==> src/design/bhd_ram.sv <==
// ----------------------------------------------------------------------------
// bhd_ram
// Simple dual-port RAM: one write port, one read port with registered data.
// ----------------------------------------------------------------------------
module bhd_ram #(
   parameter int WIDTH = 16,
   parameter int AW    = 4
) (
   input  logic             clock,
   input  logic             wr_en,
   input  logic [AW-1:0]    wr_addr,
   input  logic [WIDTH-1:0] wr_data,
   input  logic [AW-1:0]    rd_addr,
   output logic [WIDTH-1:0] rd_data
);

   localparam int DEPTH = 1 << AW;

   logic [WIDTH-1:0] mem [DEPTH];
   logic [WIDTH-1:0] rd_data_ff;

   always_ff @(posedge clock) begin
      if (wr_en) begin
         mem[wr_addr] <= wr_data;
      end
      rd_data_ff <= mem[rd_addr];
   end

   assign rd_data = rd_data_ff;

endmodule

==> config.mk <==
export PLATFORM = sky130hd
export DESIGN_NAME = bhd_ram
export DESIGN_NICKNAME = d
export VERILOG_FILES = /design/src/design/bhd_ram.sv
export SDC_FILE = /design/constraint.sdc
export NUM_CORES = 1
export LEC_CHECK = 0
export ABC_CLOCK_PERIOD_IN_PS = 2480
export BUFFER_PORTS_ARGS = -buffer_cell sky130_fd_sc_hd__buf_2
export CELL_PAD_IN_SITES_DETAIL_PLACEMENT = 1
export CELL_PAD_IN_SITES_GLOBAL_PLACEMENT = 1
export CORE_MARGIN = 1
export CORE_UTILIZATION = 54
export CTS_CLUSTER_DIAMETER = 120
export DETAILED_ROUTE_END_ITERATION = 16
export GPL_ROUTABILITY_DRIVEN = 0
export GPL_TIMING_DRIVEN = 0
export PLACE_DENSITY_LB_ADDON = 0.1
export SKIP_CTS_REPAIR_TIMING = 1
export SYNTH_ARGS = -nofsm -noshare
export SYNTH_HDL_FRONTEND = slang
export SYNTH_SLANG_ARGS = --single-unit
==> constraint.sdc <==
create_clock -name clock -period 2.48 [get_ports clock]
set_input_delay 0 -clock clock [delete_from_list [all_inputs] [get_ports clock]]
set_output_delay 0 -clock clock [all_outputs]
set_load 0.03 [all_outputs]
# Word level (Yosys, flattened, before mapping)
# Memory sizes are Yosys's and may differ from the RTL's. A register that Yosys moved wholly into a read port is not among the register bits.
# Index checks and enable logic that the tools add are counted.
[word_totals]
regBits = 0
mem_bits_rw = 256
input_bits = 26
output_inout_bits = 16
word_cells = 3
mem_count = 1
[classes]
n_mux = 2
[memory_table]
columns = ["name", "words", "width", "read_ports", "rd_clocked_by_memory_dff", "write_ports", "line", "source"]
rows = [
  ["mem", 16, 16, 1, 1, 1, "19", "logic [WIDTH-1:0] mem [DEPTH];"],
]
[op_table]
columns = ["operator", "n"]
rows = [
  ["1-bit 2-to-1 mux", 2],
]

# Logic depth before layout (Yosys ltp)
# Gate-level depths: netlist of run 1.
[depth]
word_depth = 2
ltp_mapped = 5

# Least setup slack after synthesis of run 1
# OpenSTA, ideal clock, no wires.
[synth_path]
kind = "in2reg"
startpoint = "in wr_addr[2]"
endpoint = "mem mem[0][0] (enable)"
arrival_time_ps = 1646
required_time_ps = 2071
setup_slack_ps = 425
stages = 2
n_path_buf = 0
path_cell_list = "or3b_2 -> nor3_1"
[synth_lines]
columns = ["element", "line", "source"]
rows = [
  ["start: declaration", "11", "input logic [AW-1:0] wr_addr,"],
  ["end: declaration", "19", ""],
]
# No word-level cell before the write port.

# Worst setup path after layout of run 1
[layout_path]
startpoint = "in wr_addr[2]"
endpoint = "mem mem[0][2] (enable)"
# No word-level cell before the write port.

==> results.tsv, run 1 <==
stage	metric	value	unit
global_routing	largest net degree at the start of global routing	17	
status	failing checks	DRC	
yosys	post-synthesis sequential area ratio	79.73	%
yosys	Post-Synthesis Cell Area	10040	um2
clock_network	deepest clock path buffer count	3	
drt	vias per cell	6.179	
place	dpl ws	0.3980	ns
critical_path	Slowest cell on crit path	nor3_2	
yosys	largest family of logic cells by synthesized area	multiplexers	
global_routing	vias in the first global route	5102	
clock_network	worst skew pair latency	0.53	ns
global_routing	gr usage total	24.25	%
critical_path	CP Data Required Time	2.70	ns
timing	PnR worst setup slack	0.9463	ns
global_routing	total grt overflow	0	
timing	Rel. slew slack	31.13	%
drt	wire per inst	28.53	um
power	maximum ir drop on the vdd rail	0.0006974	V
yosys	adder-cell share of the synthesized area	0	%
clock_network	Worst-path clk slew	0.06	ns
yosys	mux contribution to synthesized area	14.73	%
timing	crit share post-route	61.84	%
finish	Post-Route Utilization	65.14	%
finish	# fillers	1441	
drt	initial detailed-routing violation count	472	
timing	Fmax	0.6520	GHz
place	Cell Area, Placed	10790	um2
finish	layout cell share with drive strength beyond 1	31.70	%
finish	post-layout instance area	11780	um2
timing	final setup fails	0	
timing	setup TNS	0	ns
yosys	Synth Area in Simple Gates	1.919	%
place	port bufs	39	
yosys	xor and xnor area share after synthesis	0	%
critical_path	CP Capture Type	flip-flop	
power	power density cells	813.7	nW/um2
clock_network	TritonCTS clock tree	done	
die	row count	49	
die	Top Ports	42	
yosys	leading area contributor after synthesis	edfxtp_1	
timing	Final Hold Fails	0	
yosys	top cell type's share of synthesized area	76.54	%
worst_hold_path	Worst Hold Class	in2reg	
clock_network	CTS Buf Count	27	
yosys	Netlist cell types	19	
yosys	Yosys Warn Count	0	
yosys	largest cells by area after synthesis	edfxtp_1 (77%), mux4_2 (12%), dfxtp_1 (3.2%)	
clock_network	Clock Tree Root	clkbuf_16	
critical_path	critical path class	in2reg	
drt	final WL	22280	um
timing	Slew @ Worst Pin	1.028	ns
timing	Tmin final	1.534	ns
drt	DRT antenna net count	0	
yosys	Syn Area/Cell	23.25	um2
timing	Slew Viols, Final	0	
critical_path	CP Max Fanout	9	
yosys	Synth Register Bits	272	
critical_path	Startpoint Class	primary input	
status	status	finished with violations	
timing	unrepaired setup endpoints after global routing	false	
drt	DRT Pass-1 Iters	11	
die	die height	138.4	um
drt	DRC viols	8	
global_routing	initial antenna violation count	0	
clock_network	H-tree Lvls	1	
die	Core ar.	18090	um2
finish	n_diodes	0	
die	Die Width	138.4	um
yosys	Syn Inst Count	432	
critical_path	max incr delay on CP	0.80	ns
global_routing	first-pass GRT wire length	33140	um
critical_path	Arr. time, crit path	1.76	ns
timing	Layout Skew	0.01381	ns
critical_path	crit-path cells	buf_2 -> or3b_2 -> nor3_2 -> buf_6	
drt	Via Count	4826	
job	Max-Cap Viols	0	
yosys	Synth Area in Compound Gates	2.392	%
clock_network	TritonCTS Sinks	272	
die	die area	19150	um2
power	leakage	3.881	nW
finish	Layout area overhead	17.30	%
die	initial core utilization	55.53	%
yosys	syn nets	458	
finish	nets@finish	558	
place	DP HPWL	14730	um
[worst max-delay path, delay by kind of cell]
kind	cells	cell delay (ns)
buf+inv	2	0.39
simple gates	2	1.35
[final timing paths]
check / end / depth (start not counted) / slack [ns] / from
setup / recovery: mem[0][2] / 4 / 0.95 / wr_addr[2]
hold / removal: mem[4][12] / 2 / 0.02 / wr_addr[1]
setup reg to reg: rd_data[9] / 3 / 1.01 / mem[3][9]
hold reg to reg: rd_data[9] / 3 / 0.68 / mem[14][9]
[power breakdown]
group | total (W) | switching (W) | internal (W) | leakage [nW]
sequential | 0.00517 | 0.0000287 | 0.00514 | 2.45
combinational | 0.000557 | 0.000341 | 0.000216 | 1.02
clock | 0.00386 | 0.00164 | 0.00223 | 0.417
[cells in the mapped netlist (all sizes together)]
master,n
edfxtp,256
mux4,64
a22oi,32
nand2,17
dfxtp,16
buf,13
nor2,13
clkbuf,8
nor3,4
nand2b,2
nand3b,2
nor2b,2
and2,1
nand3,1
or3b,1
[final cells by class]
class | instances | area (um2) | area share (%)
Sequential cell | 272 | 8008 | 67.97
Multi-Input combinational cell | 139 | 1962 | 16.65
Clock buffer | 33 | 708.2 | 6.011
Timing Repair Buffer | 71 | 569.3 | 4.832
Tap cell | 229 | 286.5 | 2.432
Clock inverter | 16 | 123.9 | 1.051
Buffer | 21 | 123.9 | 1.051
[cells in the final DEF (no fill, tap or decap), types with 10 or more instances in the layout]
cell,count
a22oi_1,32
clkbuf_16,27
mux4_1,10
clkbuf_1,13
mux4_2,54
dlygate4sd3_1,16
dfxtp_1,16
nand2_1,17
buf_6,11
edfxtp_1,256
nor2_2,12
buf_2,42
[per-layer routing]
layer / vias up / part of all wire (%) / GRT usage, %
met5: - / 0 / 0
met4: 0 / 1.7 / 6.446
met3: 31 / 5.3 / 3.533
met2: 150 / 49 / 39.11
met1: 2602 / 44 / 35.39
li1: 2043 / - / -
[kinds of logic (layout without fill, tap and decap cells)]
group                  Yosys count  count (layout)
and+or+nand+nor                 43              43
muxes                           64              64
buffers and inverters           21             141
DFF                            272             272
AOI/OAI and AO/OA               32              32
[stage by stage]
| step | std cells | hold WS (ns) | total power (W) |
|---|---|---|---|
| 6_report | 781 | 0.02339 | 0.009586 |
| 4_1_cts | 765 | -0.1759 | 0.009645 |
| 2_1_floorplan | 432 | 0.09887 | 0.005570 |
| 3_5_place_dp | 716 | 0.3858 | 0.005808 |
| 5_1_grt | 781 | 0.03275 | 0.009859 |
| 3_3_place_gp | 700 | 0.3619 | 0.005756 |
[flip-flops by register name, indices dropped and copies added, names as in the netlist]
register,count
mem,256
rd_data,16
No activity file was read; power rests on OpenSTA's default activity.
==> inputs of run 2 (changes only) <==
--- a/config.mk
+++ b/config.mk
@@ -5,7 +5,7 @@
 export SDC_FILE = /design/constraint.sdc
 export NUM_CORES = 1
 export LEC_CHECK = 0
-export ABC_CLOCK_PERIOD_IN_PS = 2480
+export ABC_CLOCK_PERIOD_IN_PS = 1500
 export BUFFER_PORTS_ARGS = -buffer_cell sky130_fd_sc_hd__buf_2
 export CELL_PAD_IN_SITES_DETAIL_PLACEMENT = 1
 export CELL_PAD_IN_SITES_GLOBAL_PLACEMENT = 1
==> constraint.sdc (replaced) <==
create_clock -name clock -period 1.5 [get_ports clock]
set_input_delay 0 -clock clock [delete_from_list [all_inputs] [get_ports clock]]
set_output_delay 0 -clock clock [all_outputs]
set_load 0.03 [all_outputs]
==> run 2 against run 1 <==
  * Hold slack improved by 0.019 ns
  * First-iteration DRC count decreased by 25%
  * Largest cell class unchanged
  * The flow still finishes with violations (DRC)
  * Clock power increased by 65%
  * Final cell count unchanged
==> results.tsv, run 2 (synthesis results as in run 1) <==
stage	metric	value	unit
global_routing	vias in the first global route	5200	
clock_network	H-tree Lvls	1	
critical_path	worst r2r src	mem[2][8]	
finish	n_diodes	0	
critical_path	CP Data Required Time	1.90	ns
drt	vias per cell	6.119	
job	Max-Cap Viols	0	
critical_path	CP endpoint	rd_data[8]	
die	initial core utilization	55.53	%
timing	Fmax	0.7053	GHz
finish	Reg area	8008	um2
die	Core ar.	18090	um2
drt	wire per inst	28.84	um
finish	nets@finish	558	
finish	multi-input logic area	1987	um2
die	die height	138.4	um
status	failing checks	DRC	
power	internal power	0.01256	W
clock_network	Worst-path clk slew	0.06	ns
timing	setup TNS	0	ns
drt	final WL	22530	um
power	power density cells	1337	nW/um2
timing	unrepaired setup endpoints after global routing	false	
place	# placed instances	715	
global_routing	gr usage total	24.67	%
critical_path	critical path class	reg2reg	
critical_path	CP Capture Type	flip-flop	
finish	Largest register FFs	256	
finish	Top reg by flops	mem	
drt	DRT antenna net count	0	
power	leakage	3.885	nW
power	sw power	0.003267	W
global_routing	grt met1 use	34.41	%
clock_network	TritonCTS clock tree	done	
critical_path	setup slack, reg-to-reg	0.08	ns
worst_hold_path	Worst Hold Class	in2reg	
global_routing	initial antenna violation count	0	
power	Power, Total	0.01582	W
die	Top Ports	42	
critical_path	crit path launch	mem[2][8]	
power	clock power share	40.1	%
power	sequential share of power	54.0	%
global_routing	total grt overflow	0	
power	Sw Ratio	20.64	%
status	status	finished with violations	
die	row count	49	
finish	Layout area overhead	17.81	%
clock_network	worst skew pair latency	0.53	ns
critical_path	reg2reg path depth	3	
power	Comb pwr share	5.9	%
timing	Slew Viols, Final	0	
clock_network	TritonCTS Sinks	272	
global_routing	met3 GRT Util	3.810	%
place	port bufs	39	
critical_path	Startpoint Class	flip-flop	
critical_path	RR Endpoint	rd_data[8]	
timing	final setup fails	0	
global_routing	first-pass GRT wire length	33480	um
finish	# fillers	1425	
timing	crit share post-route	94.52	%
timing	Rel. slew slack	39.49	%
drt	initial detailed-routing violation count	352	
drt	DRC viols	8	
critical_path	Arr. time, crit path	1.82	ns
timing	Tmin final	1.418	ns
power	maximum ir drop on the vdd rail	0.001066	V
finish	commonest non-fill, non-tap cell in the layout	edfxtp_1	
die	Die Width	138.4	um
timing	Layout Skew	0.01290	ns
timing	worst hold margin	0.04277	ns
clock_network	deepest clock path buffer count	3	
place	DP HPWL	14430	um
clock_network	CTS Buf Count	27	
finish	layout cell share with drive strength beyond 1	30.80	%
critical_path	CP Max Fanout	1	
drt	Via Count	4779	
timing	Slew @ Worst Pin	0.9077	ns
global_routing	largest net degree at the start of global routing	17	
timing	Final Hold Fails	0	
global_routing	met2 GRT Util	40.98	%
finish	commonest cells after routing, fill and taps aside	edfxtp_1 (256), mux4_2 (54), buf_2 (42)	
drt	DRT Pass-1 Iters	12	
finish	fin cells	781	
die	die area	19150	um2
global_routing	busiest metal layer after global routing	met2	
clock_network	Clock Tree Root	clkbuf_16	
[run 2: cell types whose count changed in the layout (fill, tap and decap cells not counted)]
cell and delta:
bufinv_16 -1, buf_6 -7, nor3_4 +4, clkinv_2 -7
clkbuf_8 +3, clkbuf_1 +9, nor3_2 -4, buf_8 +6
clkinv_1 -4, buf_12 +1
[run 2: worst min-delay path by stage]
stage	slack (ns)	start	depth (start not counted)	endpoint
global route	0.05	wr_addr[1]	2	mem[4][15]
finish	0.04	rd_addr[0]	4	rd_data[15]
global placement	0.36	wr_data[13]	1	mem[13][13]
CTS	-0.17	wr_data[13]	1	mem[12][13]
floorplan	0.1	wr_data[0]	0	mem[0][0]
detailed placement	0.39	wr_data[5]	1	mem[0][5]
[run 2: power by group through the flow]
stage / clock, W / combinational (W) / sequential (W)
2_1_floorplan: 0 / 0.000416 / 0.00879
3_3_place_gp: 0 / 0.000835 / 0.00869
3_5_place_dp: 0 / 0.000903 / 0.00870
4_1_cts: 0.00647 / 0.000909 / 0.00855
5_1_grt: 0.00673 / 0.000991 / 0.00856
6_report: 0.00635 / 0.000932 / 0.00854
[run 2: metrics by stage]
stage	cell area (um2)	setup WS, ns	utilization (%)
after floorplan	10070	-0.1350	-
after global placement	10550	-1.023	58.34
after detailed placement	10830	-0.5364	59.85
after CTS	11650	0.01643	64.43
after global routing	11830	0.05525	65.42
final	11830	0.08223	65.42
[run 2: routing by layer]
metal,vias to the layer above,part of all wire (%)
li1,2043,-
met4,0,2.2
met3,35,4.5
met2,140,50
met1,2561,43
met5,-,0
[run 2: worst max-delay path, stage by stage, from the launching register on]
cell and delay (ns):
edfxtp_1 0.36, mux4_2 0.48, a22oi_1 0.34, nand2_1 0.11
[run 2: final cells by class]
class                      instances  share of cell area, %
clock buffer                      45                  6.619
tap                              229                  2.421
timing repair buffer              71                  5.076
sequential                       272                  67.67
buffer                            21                  1.047
multi-input combinational        139                  16.79
clock inverter                     4                 0.3701
